**src/sv/rrt_pkg.sv**
```systemverilog
// ----------------------------------------------------------------------------
// rrt_pkg
// shared types and constants of the retransmit request tracker
// ----------------------------------------------------------------------------
package rrt_pkg;

  localparam logic [1:0] KIND_STORE = 2'd0;
  localparam logic [1:0] KIND_BYTE  = 2'd1;
  localparam logic [1:0] KIND_SWEEP = 2'd2;
  localparam logic [1:0] KIND_NONE  = 2'd3;

  localparam logic RES_STORED = 1'b0;
  localparam logic RES_RESEND = 1'b1;

  localparam int PREFIX_LEN = 14;
  localparam logic [16:0] POSITION_MAX = 17'h1FFFF;

  localparam logic [1:0] REG_PACKET_SIZE  = 2'd0;
  localparam logic [1:0] REG_SLOTS_IN_USE = 2'd1;

  // queued input item between front and back
  typedef struct packed {
    logic [1:0] kind;
    logic [7:0] msg_byte;
    logic       end_of_message;
  } item_t;

  typedef enum logic [2:0] {
    ST_IDLE,
    ST_DIV,
    ST_MOD,
    ST_SWEEP,
    ST_COMMIT
  } back_state_t;

  function automatic logic [7:0] prefix_char(input logic [3:0] p);
    logic [7:0] c;
    c = 8'h20;
    unique case (p)
      4'd0:  c = "L";
      4'd1:  c = "O";
      4'd2:  c = "U";
      4'd3:  c = "D";
      4'd4:  c = "E";
      4'd5:  c = "R";
      4'd6:  c = "_";
      4'd7:  c = "P";
      4'd8:  c = "L";
      4'd9:  c = "E";
      4'd10: c = "A";
      4'd11: c = "S";
      4'd12: c = "E";
      default: c = 8'h20;
    endcase
    return c;
  endfunction

endpackage

```
**src/sv/rrt_front.sv**
```systemverilog
// ----------------------------------------------------------------------------
// rrt_front
// input item queue that decouples acceptance from the back engine
// ----------------------------------------------------------------------------
module rrt_front (
  input  logic           clk,
  input  logic           rst,
  input  logic           push,
  output logic           full,
  input  rrt_pkg::item_t in_item,
  output logic           q_valid,
  output rrt_pkg::item_t q_item,
  input  logic           q_take
);

  rrt_pkg::item_t mem [4];
  logic [1:0] wr_ptr;
  logic [1:0] rd_ptr;
  logic [2:0] count;

  assign full    = (count == 3'd4);
  assign q_valid = (count != 3'd0);
  assign q_item  = mem[rd_ptr];

  // item storage
  always_ff @(posedge clk) begin
    if (push && !full) begin
      mem[wr_ptr] <= in_item;
    end
  end

  // pointers and fill count
  always_ff @(posedge clk) begin
    if (rst) begin
      wr_ptr <= '0;
      rd_ptr <= '0;
      count  <= '0;
    end else begin
      if (push && !full) wr_ptr <= wr_ptr + 2'd1;
      if (q_take && q_valid) rd_ptr <= rd_ptr + 2'd1;
      count <= count + 3'((push && !full) ? 1 : 0) - 3'((q_take && q_valid) ? 1 : 0);
    end
  end

endmodule

```
**config.mk**
```make
export PLATFORM = sky130hd
export DESIGN_NAME = rrt_front
export DESIGN_NICKNAME = d
export VERILOG_FILES = /design/src/sv/rrt_pkg.sv /design/src/sv/rrt_front.sv
export SDC_FILE = /design/constraint.sdc
export NUM_CORES = 1
export LEC_CHECK = 0
export ABC_AREA = 1
export BUFFER_PORTS_ARGS = -buffer_cell sky130_fd_sc_hd__buf_2
export CORE_AREA = 5 5 71 73
export DETAILED_ROUTE_END_ITERATION = 10
export DIE_AREA = 0 0 76 78
export GPL_TIMING_DRIVEN = 0
export PLACE_DENSITY = 0.71
export SLEW_MARGIN = 20
export SYNTH_ARGS = -nofsm -noshare
export SYNTH_HDL_FRONTEND = slang
export SYNTH_SLANG_ARGS = --single-unit
```
**constraint.sdc**
```tcl
create_clock -name clk -period 2.2 [get_ports clk]
set_input_delay 0.11 -clock clk [delete_from_list [all_inputs] [get_ports clk]]
set_output_delay 0.11 -clock clk [all_outputs]
set_load 0.01 [all_outputs]
```
== Word level (Yosys, flattened, before mapping) ==
Memories as Yosys holds them, arrays and structs flattened. A register that Yosys moved wholly into a read port is not among the register bits.
Index checks and enable logic that the tools add are counted.
Storage, ports and cells
  bits in registers: 7
  bits in writable memories: 44
  bits of input ports: 15
  output and inout port bits: 13
  word-level logic and storage cells: 19
  memories: 1
Memories
  mem: depth 4, bits a word 11, read ports 1, clocked after memory_dff 1, write ports 1, line rrt_front.sv:16  | rrt_pkg::item_t mem [4];
Operators by class
  $add $sub $neg: 4
  eq/ne operators: 1
  muxes and demuxes: 6
  reductions and logical operators: 4
Operators with widths (number)
  adder 2 x 1 -> 2 bit, second input constant: 2
  two-way mux 1 bit: 4
  two-way mux 2 bit: 2
  adder 3 x 1 -> 3 bit: 1
  equality test 3 bit, second input constant: 1
  nonzero test 3 bit: 1
  subtractor 3 x 1 -> 3 bit: 1
  logical AND 1 bit: 2
  zero test 1 bit: 1

== Longest topological paths before layout ==
Gate-level depths: netlist (run 1).
  word-level depth: 6
  depth in mapped cells: 10
  mapped depth without buffers: 10

== Worst setup path before layout (run 1) ==
No wires, ideal clock.
  path type: register -> register
  from: register count[1]
  to: register count[2]
  library setup time: 117 ps
  data arrival time: 1688 ps
  required time: 2083 ps
  setup slack: 394 ps
  cell stages (with the launch flop): 11
  path buffers: 0
  clock period less this slack: 1806 ps
  cells stage by stage: dfxtp_1 -> nor2_4 -> nand2_4 -> nand2_2 -> ha_1 -> inv_1 -> ha_1 -> inv_1 -> fa_1 -> o21ai_1 -> nor2_1
Between the ends
  word-level cells in the longest chain between the ends: 6
  elaborated cells on any way between the ends: 9
  those cells by class: add/sub (2); eq/ne (1); mux (2); reduce/logical (4)
RTL lines
  start: declaration: line rrt_front.sv:19  | logic [2:0] count;
  start signal: assignment: line rrt_front.sv:41  | count <= count + 3'((push && !full) ? 1 : 0) - 3'((q_take && q_valid) ? 1 : 0);
  equality test 3 bit: line rrt_front.sv:21  | assign full = (count == 3'd4);
  zero test 1 bit: line rrt_front.sv:41
  logical AND 1 bit: line rrt_front.sv:41
  two-way mux 1 bit: line rrt_front.sv:41
  adder 3 x 1 -> 3 bit: line rrt_front.sv:41
  subtractor 3 x 1 -> 3 bit *: line rrt_front.sv:41
Mark *: on every way between the ends. The rest lies on a longest branch, timed or not.
A chain may end at the register's enable or synchronous reset.

== Final worst setup path (run 1) ==
Ends and elaborated chain as after synthesis.

==> qor.txt, run 1 <==
First-pass GRT wire length: 6610 µm
PD cells: 1120 nW/µm²
Ant. Diodes: 0
Setup bufs post-CTS: 0
Yosys reg bits: 53
Max Fclk: 510 MHz
TritonCTS buffer count: 5
Final hold slack: 0.0188 ns
CTS sink cnt: 53
Fillcell total: 369
Detailed Route WL: 3820 µm
Rows: 24
GR Overflow Total: 0
Synth Instances: 173
# nets final: 231
Post-synth cell types: 22
Fin crit period: 1.96 ns
CTS tree: yes
Maxcap violations: 0
RePlAce Congestion: 0.719
Worst VDD drop: 0.000558 V
Global route hottest layer: met2
Largest net degree at the start of global routing: 18
GRT Util Overall: 14.2%
Netlist Area Pre-Place: 2160 µm²
Drt drc: 0
Outcome: complete, no violations
Final period utilization: 89.1%
Router iterations before antenna repair: 4
HP Class: in2reg
M3 GR Usage: 4.98%
Worst Path Required: 2.44 ns
Multi-input gate area: 551 µm²
Vias post-DR: 1329
Area of placed instances: 2360 µm²
Met1 Use GR: 16.6%
WS Path Type: reg2reg
Layout cells sized above 1: 25.2%
Slew Limit Fails: 0
Initial antenna violation count: 0
Initial Util: 50.2%
Setup violators final: 0
GR Layer Usage met2: 24.0%
DIE HEIGHT: 78 µm
Hold buffers post-CTS: 1
Clock Path Buffers: 2
Cts repair resizes: 0
Worst-margin pin slew: 0.983 ns
Slew headroom: 34.2%
Register area: 1500 µm²
Worst setup EP type: flip-flop
Vias in the first global route: 1379
WL per Instance: 14.6 µm
Commonest non-fill, non-tap cell in the layout: edfxtp_1
Die ar.: 5930 µm²
Htree depth: 2
Antenna viol nets, final: 0
Leakage Power: 0.967 nW
Mapped Nets: 195
Post-Syn Area per Cell: 12.5 µm²
YS warnings: 0
Port Buf Inserts: 27
Design Area, Final: 2500 µm²
RSZ-0062 raised after global routing: no
CP Max Fanout: 6
Worst Setup Start Kind: flip-flop
Sum Neg Setup Slack: 0 ns
IO Pins: 28
WP data arrival: 2.20 ns
Root buf cell: clkbuf_8
Drt first-iter violations: 71
Area Overhead vs Synth: 15.8%
Worst Skew: 0.00694 ns
Skew-Pair Late Insertion Delay: 0.31 ns
Sequential element share of the synthesized area: 69.6%
DIE WIDTH: 76 µm
Most frequent cells in the layout: edfxtp_1, nor2_1, buf_2
Hpwl dp: 2520 µm
Post-DR vias/cell: 5.07
Clock slew at reported path FFs: 0.09 ns
Hold Fails Final Rpt: 0
Core footprint: 4290 µm²
cell usage after synthesis:
cell type	instances	area share, %
a21boi_0	2	0.70
a21oi_1	3	0.70
a21oi_2	1	0.41
buf_2	3	0.70
buf_4	1	0.35
buf_6	2	1.0
dfxtp_1	9	8.4
edfxtp_1	44	61
fa_1	1	0.93
ha_1	6	3.5
inv_1	15	2.6
inv_2	2	0.35
nand2_1	7	1.2
nand2_2	3	0.87
nand2_4	2	1.0
nand3_1	3	0.70
nor2_1	34	5.9
nor2_4	1	0.52
o21ai_0	4	0.93
o21ai_1	19	4.4
o22ai_1	10	2.9
o22ai_2	1	0.58
through the flow:
stage | instances | worst slack, ns | utilization, % | power [W]
after global placement | 252 | 0.281 | 54.9 | 0.00216
final | 262 | 0.240 | 58.1 | 0.00280
after detailed placement | 252 | 0.252 | 54.9 | 0.00217
after CTS | 261 | 0.240 | 57.8 | 0.00283
after floorplan | 173 | 0.394 | - | 0.00190
after global routing | 262 | 0.0389 | 58.1 | 0.00299
report_power, final:
group	total (W)	internal (W)	switching, W
Combinational	0.000832	0.000318	0.000514
Sequential	0.00131	0.00123	0.0000747
Clock	0.000655	0.000341	0.000314
Total	0.00280	0.00189	0.000903
area by class of cell:
type	instances	share of cell area, %
flip-flops and latches	53	60.2
multi-input cells	97	22.1
inverters	17	2.56
clock buffers	5	2.76
plain buffers	6	1.80
well taps	52	2.61
repair buffers	29	6.22
clock inverters	3	1.85
per-layer routing:
metal | vias to the layer above | part of all wire [%]
li1 | 672 | -
met1 | 624 | 44
met2 | 28 | 49
met3 | 5 | 5.0
met4 | 0 | 1.4
met5 | - | 0
path summary, 6_finish.rpt:
kind	from	endpoint	slack, ns	cells after the start
worst max register to register	count[1]	count[2]	0.24	10
worst min-delay path	in_item[3]	mem[3][3]	0.02	1
worst min register to register	rd_ptr[0]	flip-flop	0.50	2
worst max-delay path	count[1]	count[2]	0.24	10
sequential cells by signal (all words and copies together), names as in the netlist, named ones only:
name and flops:
count 3, mem 44, rd_ptr 2, wr_ptr 2
worst max-delay path: stages, from the launching register on:
cell and delay [ns]:
dfxtp_1 0.38, nor2_4 0.19, nand2_4 0.09, nand2_2 0.13, ha_1 0.25, inv_1 0.06, ha_1 0.12, inv_1 0.05
fa_1 0.40, a21boi_0 0.14, nor2_1 0.10
logic make-up (layout without fill, tap and decap cells):
kind of cell             Yosys count  count (layout)  share of synthesized area [%]
AO/OA/AOI/OAI                     40              40                           10.6
adder cells (fa/ha/maj)            7               7                           4.41
buffers and inverters             23              60                           5.05
flip-flops                        53              53                           69.6
AND/OR/NAND/NOR                   50              50                           10.3
No activity file was read; power rests on OpenSTA's default activity.
==> inputs of run 2 (changes only) <==
--- a/config.mk
+++ b/config.mk
@@ -12,6 +12,7 @@
 export DIE_AREA = 0 0 76 78
 export GPL_TIMING_DRIVEN = 0
 export PLACE_DENSITY = 0.71
+export RECOVER_POWER = 100
 export SLEW_MARGIN = 20
 export SYNTH_ARGS = -nofsm -noshare
 export SYNTH_HDL_FRONTEND = slang
==> run 2 against run 1 <==
  * Hold slack better by 0.051 ns
  * Total power shrank 1.6%
  * Clock skew about the same
  * Final cell count unchanged
  * First-iteration DRC count is 21% lower
  * Utilization decreased by 0.76 points
  * Worst setup slack improved by 0.039 ns
  * Combinational power shrank 5.0%
  * Sequential share of layout area is 0.79 points higher
  * Design area decreased by 1.3%
  * Critical endpoint unchanged
  * Largest cell class unchanged
  * Highest routed layer unchanged
==> qor.txt, run 2 (synthesis results as in run 1) <==
Outcome: complete, no violations
Power Total: 0.00275 W (-1.6%)
Port Buf Inserts: 27 (unchanged)
Vias in the first global route: 1379 (unchanged)
Die ar.: 5930 µm² (unchanged)
Setup bufs post-CTS: 0 (unchanged)
Max Fclk: 521 MHz (+2.0%)
WL per Instance: 14.5 µm (-0.63%)
Maxcap violations: 0 (unchanged)
Worst Setup Start Kind: flip-flop
Skew-Pair Late Insertion Delay: 0.30 ns (about the same)
Leakage Power: 0.918 nW (-5.1%)
Slew headroom: 30.4% (-3.8 points)
Largest regs: mem (44), count (3)
Fillcell total: 381 (+3.3%)
Clock slew at reported path FFs: 0.09 ns (about the same)
Commonest non-fill, non-tap cell in the layout: edfxtp_1
IO Pins: 28 (unchanged)
GRT Util Overall: 14.2% (unchanged)
CP max-delay cell: dfxtp_1
WS Path Type: reg2reg
Hold Fails Final Rpt: 0 (unchanged)
Initial Util: 50.2% (unchanged)
CP cell instances: nor2_4, nand2_4, nand2_2, ha_1, inv_1, ha_1, inv_1, fa_1, a21boi_0, nor2_1
Post-placement worst setup slack: 0.252 ns (unchanged)
Setup WS post-layout: 0.280 ns (+0.0392 ns)
Hpwl dp: 2520 µm (unchanged)
PD cells: 1120 nW/µm² (-0.26%)
Htree depth: 2 (unchanged)
GR Overflow Total: 0 (unchanged)
HP Class: in2reg
Ant. Diodes: 0 (unchanged)
Most frequent cells in the layout: edfxtp_1, nor2_1, clkbuf_1
RePlAce Congestion: 0.719 (unchanged)
Router iterations before antenna repair: 4 (unchanged)
Clock Path Buffers: 2 (unchanged)
Fin crit period: 1.92 ns (-0.0392 ns)
WP data arrival: 2.16 ns (-0.04 ns)
TritonCTS buffer count: 5 (unchanged)
Largest net degree at the start of global routing: 18 (unchanged)
Post-DR vias/cell: 5.01 (-1.2%)
Max reg flops: 44 (unchanged)
CTS tree: yes
Sum Neg Setup Slack: 0 ns (unchanged)
Root buf cell: clkbuf_8
Vias post-DR: 1313 (-1.2%)
# nets final: 231 (unchanged)
Final period utilization: 87.3% (-1.8 points)
Antenna viol nets, final: 0 (unchanged)
Worst Path Required: 2.44 ns (about the same)
First-pass GRT wire length: 6610 µm (unchanged)
DIE HEIGHT: 78 µm (unchanged)
Setup violators final: 0 (unchanged)
Area Overhead vs Synth: 14.3%
Initial antenna violation count: 0 (unchanged)
Crit path largest cell delay: 0.45 ns (+0.05 ns)
Detailed Route WL: 3800 µm (-0.63%)
CP Max Fanout: 6 (unchanged)
Worst Skew: 0.00680 ns (-0.000142 ns)
Drt first-iter violations: 56 (-21%)
Worst VDD drop: 0.000557 V (-0.26%)
Worst setup EP type: flip-flop
Rows: 24 (unchanged)
DIE WIDTH: 76 µm (unchanged)
Drt drc: 0 (unchanged)
Biggest register: mem
Cts repair resizes: 0 (unchanged)
Core footprint: 4290 µm² (unchanged)
Layout cells sized above 1: 16.7% (-8.6 points)
Slew Limit Fails: 0 (unchanged)
RSZ-0062 raised after global routing: no
CTS sink cnt: 53 (unchanged)
Worst-margin pin slew: 1.04 ns (+0.0573 ns)
==> run 2: cell count changes in the layout (fill, tap and decap cells not counted), moves of 8 or more <==
cell      change
clkbuf_1     +16
o21ai_0       +8
o21ai_1       -8
buf_2        -15
==> run 2: path summary, 6_finish.rpt <==
check	start	slack [ns]	to	depth (start not counted)
worst max-delay path	count[1]	0.28	count[2]	10
worst min-delay path	in_item[3]	0.07	mem[3][3]	1
worst max register to register	count[1]	0.28	count[2]	10
worst min register to register	rd_ptr[0]	0.50	flip-flop	2
==> run 2: power by group <==
part | switching [W] | internal (W) | total (W)
clock | 0.000314 | 0.000341 | 0.000654
combinational | 0.000499 | 0.000290 | 0.000790
sequential | 0.0000739 | 0.00123 | 0.00131
total | 0.000887 | 0.00186 | 0.00275
==> run 2: cell type report <==
type / instances / area, µm² / area share, %
timing repair buffer: 29 / 138 / 5.59
inverter: 17 / 63.8 / 2.59
clock buffer: 5 / 68.8 / 2.79
sequential: 53 / 1500 / 60.9
clock inverter: 3 / 46.3 / 1.88
tap: 52 / 65.1 / 2.64
multi-input combinational: 97 / 541 / 21.9
buffer: 6 / 40.0 / 1.63
==> run 2: through the flow <==
stage / hold WS, ns / instance area (µm²) / std cells / util (%)
floorplan: 0.177 / 2160 / 173 / -
global placement: 0.292 / 2360 / 252 / 54.9
detailed placement: 0.297 / 2360 / 252 / 54.9
CTS: 0.00505 / 2480 / 261 / 57.8
global route: 0.0643 / 2460 / 262 / 57.4
finish: 0.0697 / 2460 / 262 / 57.4
==> run 2: worst max-delay path, delay by kind of cell (launching register included) <==
family          cells  cell delay (ns)
compound gates      1             0.14
fa+ha+maj           3             0.80
buf+inv             2             0.11
simple gates        4             0.36
flops               1             0.45
==> run 2: metal layers <==
metal | vias to the layer above | global-route usage, % | share of wire [%]
met3 | 5 | 4.98 | 4.2
met2 | 23 | 24.0 | 50
met1 | 613 | 16.6 | 44
li1 | 672 | - | -
met4 | 0 | 5.34 | 1.4
met5 | - | 0 | 0
==> run 2: timing repair <==
item,CTS,global route
setup endpoints to repair,0,0
hold buffers,1,1
endpoints found under the hold margin,2,1
==> inputs of run 3 (changes only) <==
--- a/config.mk
+++ b/config.mk
@@ -7,11 +7,11 @@
 export LEC_CHECK = 0
 export ABC_AREA = 1
 export BUFFER_PORTS_ARGS = -buffer_cell sky130_fd_sc_hd__buf_2
-export CORE_AREA = 5 5 71 73
+export CORE_AREA = 2 2 68 70
 export DETAILED_ROUTE_END_ITERATION = 10
-export DIE_AREA = 0 0 76 78
+export DIE_AREA = 0 0 70 72
 export GPL_TIMING_DRIVEN = 0
-export PLACE_DENSITY = 0.71
+export PLACE_DENSITY = 0.7
 export RECOVER_POWER = 100
 export SLEW_MARGIN = 20
 export SYNTH_ARGS = -nofsm -noshare
==> run 3 against run 2 <==
  * Total power down 2.3%
  * Sequential power barely moved
  * Combinational power down 0.5%
  * Count of clock-buffer cells in the layout increased by 2
  * Hold slack worse by 0.0055 ns
  * Design area shrank 1.2%
  * Critical endpoint unchanged
  * Largest cell class unchanged
  * Largest power group unchanged
  * Highest routed layer unchanged
==> qor.txt, run 3 (synthesis results as in run 1) <==
First-pass GRT wire length: 6110 µm (-7.5%)
Int Pwr: 0.00181 W (-2.8%)
TritonCTS buffer count: 5 (unchanged)
Hold Fails Final Rpt: 0 (unchanged)
PD cells: 1100 nW/µm² (-1.1%)
Clock Path Buffers: 2 (unchanged)
Vias in the first global route: 1301 (-5.7%)
Power Total: 0.00269 W (-2.3%)
Met1 Use GR: 18.3% (+1.7 points)
Global route hottest layer: met2
Detailed Route WL: 3700 µm (-2.4%)
RSZ-0062 raised after global routing: no
CTS tree: yes
WL per Instance: 14.2 µm (-2.1%)
Fin crit period: 1.95 ns (+0.0284 ns)
IO Pins: 28 (unchanged)
Max reg flops: 44 (unchanged)
Root buf cell: clkbuf_8
Router iterations before antenna repair: 4 (unchanged)
Vias post-DR: 1328 (+1.1%)
Setup bufs post-CTS: 0 (unchanged)
GR Overflow Total: 0 (unchanged)
Biggest register: mem
DIE WIDTH: 70 µm (-7.9%)
Ant. Diodes: 0 (unchanged)
CTS sink cnt: 53 (unchanged)
Worst-margin pin slew: 1.09 ns (+0.0445 ns)
Initial Util: 50.6% (+0.35 points)
Leakage Power: 0.910 nW (-0.88%)
Final period utilization: 88.6% (+1.3 points)
Port Buf Inserts: 27 (unchanged)
Area Overhead vs Synth: 12.9%
Core footprint: 4260 µm² (-0.70%)
Largest net degree at the start of global routing: 17 (-1)
Hpwl dp: 2410 µm (-4.1%)
Most frequent cells in the layout: edfxtp_1, nor2_1, clkbuf_1
Initial antenna violation count: 0 (unchanged)
Commonest non-fill, non-tap cell in the layout: edfxtp_1
GRT Util Overall: 16.0% (+1.8 points)
Worst Skew: 0.0141 ns (+0.00728 ns)
Combinational share of power: 29.2% (+0.5 points)
Htree depth: 2 (unchanged)
Rows: 24 (unchanged)
Clock slew at reported path FFs: 0.10 ns (about the same)
Worst Path Required: 2.41 ns (-0.03 ns)
Skew-Pair Late Insertion Delay: 0.30 ns (about the same)
# nets final: 230 (-0.43%)
Clock power share: 22.1% (-1.7 points)
Cts repair resizes: 0 (unchanged)
GR Layer Usage met2: 29.2% (+5.2 points)
CP Max Fanout: 4 (-2)
NetSw: 0.000876 W (-1.2%)
Drt drc: 0 (unchanged)
Worst Setup Start Kind: flip-flop
Post-DR vias/cell: 5.09 (+1.5%)
Seq pwr share: 48.6% (+1.1 points)
M3 GR Usage: 3.47% (-1.5 points)
Largest regs: mem (44), count (3)
Worst VDD drop: 0.000808 V (+45%)
Slew headroom: 27.4% (-3.0 points)
Drt first-iter violations: 147 (+160%)
Sum Neg Setup Slack: 0 ns (unchanged)
Outcome: complete, no violations
Maxcap violations: 0 (unchanged)
Antenna viol nets, final: 0 (unchanged)
RePlAce Congestion: 0.694 (-3.5%)
WS Path Type: reg2reg
Layout cells sized above 1: 14.8% (-1.8 points)
Slew Limit Fails: 0 (unchanged)
DIE HEIGHT: 72 µm (-7.7%)
Worst setup EP type: flip-flop
Fillcell total: 359 (-5.8%)
HP Class: in2reg
Net Sw Frac: 32.6% (+0.35 points)
Max Fclk: 513 MHz (-1.5%)
Die ar.: 5040 µm² (-15%)
Setup violators final: 0 (unchanged)
Hold buffers post-CTS: 1 (unchanged)
WP data arrival: 2.16 ns (about the same)
run 3: changes by cell type in the layout (fill, tap and decap cells not counted), sizes merged:
cell,change
clkbuf,+3
bufinv,-1
dlygate4sd3,-1
clkinvlp,-1
buf,-1
run 3: routing by layer:
| layer | vias up | routed length (µm) |
|---|---|---|
| met1 | 624 | 1570 |
| met4 | 0 | 46 |
| met5 | - | 0 |
| met2 | 27 | 1930 |
| li1 | 672 | - |
| met3 | 5 | 151 |
run 3: area by class of cell:
type                            instances  area [µm²]  share of cell area (%)
Sequential cell                        53        1500                    61.7
Inverter                               17        63.8                    2.62
Buffer                                  6        40.0                    1.65
Tap cell                               52        65.1                    2.67
Timing Repair Buffer                   28         126                    5.19
Clock inverter                          1        5.00                   0.206
Multi-Input combinational cell         97         534                    22.0
Clock buffer                            7        97.6                    4.01
run 3: path summary, 6_finish.rpt:
kind / from / to / slack, ns / cells after the start
max: count[1] / count[2] / 0.25 / 9
min: in_item[6] / mem[3][6] / 0.06 / 1
max reg2reg: count[1] / count[2] / 0.25 / 9
min reg2reg: rd_ptr[0] / flip-flop / 0.50 / 2
run 3: stage by stage:
step / setup slack, ns / cells / utilization [%] / area [µm²] / hold WS [ns]
global route: 0.0645 / 261 / 57.1 / 2430 / 0.0797
global placement: 0.238 / 252 / 55.3 / 2360 / 0.294
floorplan: 0.394 / 173 / - / 2160 / 0.177
CTS: 0.209 / 261 / 57.9 / 2470 / 0.0177
finish: 0.251 / 261 / 57.1 / 2430 / 0.0643
detailed placement: 0.222 / 252 / 55.3 / 2360 / 0.294
run 3: critical path, stage by stage (launching register included):
cell and delay (ns):
dfxtp_1 0.45, nor2_4 0.08, a21boi_0 0.22, ha_1 0.27, inv_1 0.05, ha_1 0.13
inv_1 0.05, fa_1 0.41, o21ai_1 0.15, nor2_1 0.05
run 3: power groups by stage:
| stage | clock (W) | combinational [W] | sequential [W] |
|---|---|---|---|
| global placement | 0 | 0.000819 | 0.00133 |
| CTS | 0.000597 | 0.000840 | 0.00131 |
| detailed placement | 0 | 0.000834 | 0.00133 |
| floorplan | 0 | 0.000579 | 0.00132 |
| finish | 0.000594 | 0.000786 | 0.00131 |
| global route | 0.000641 | 0.000906 | 0.00132 |
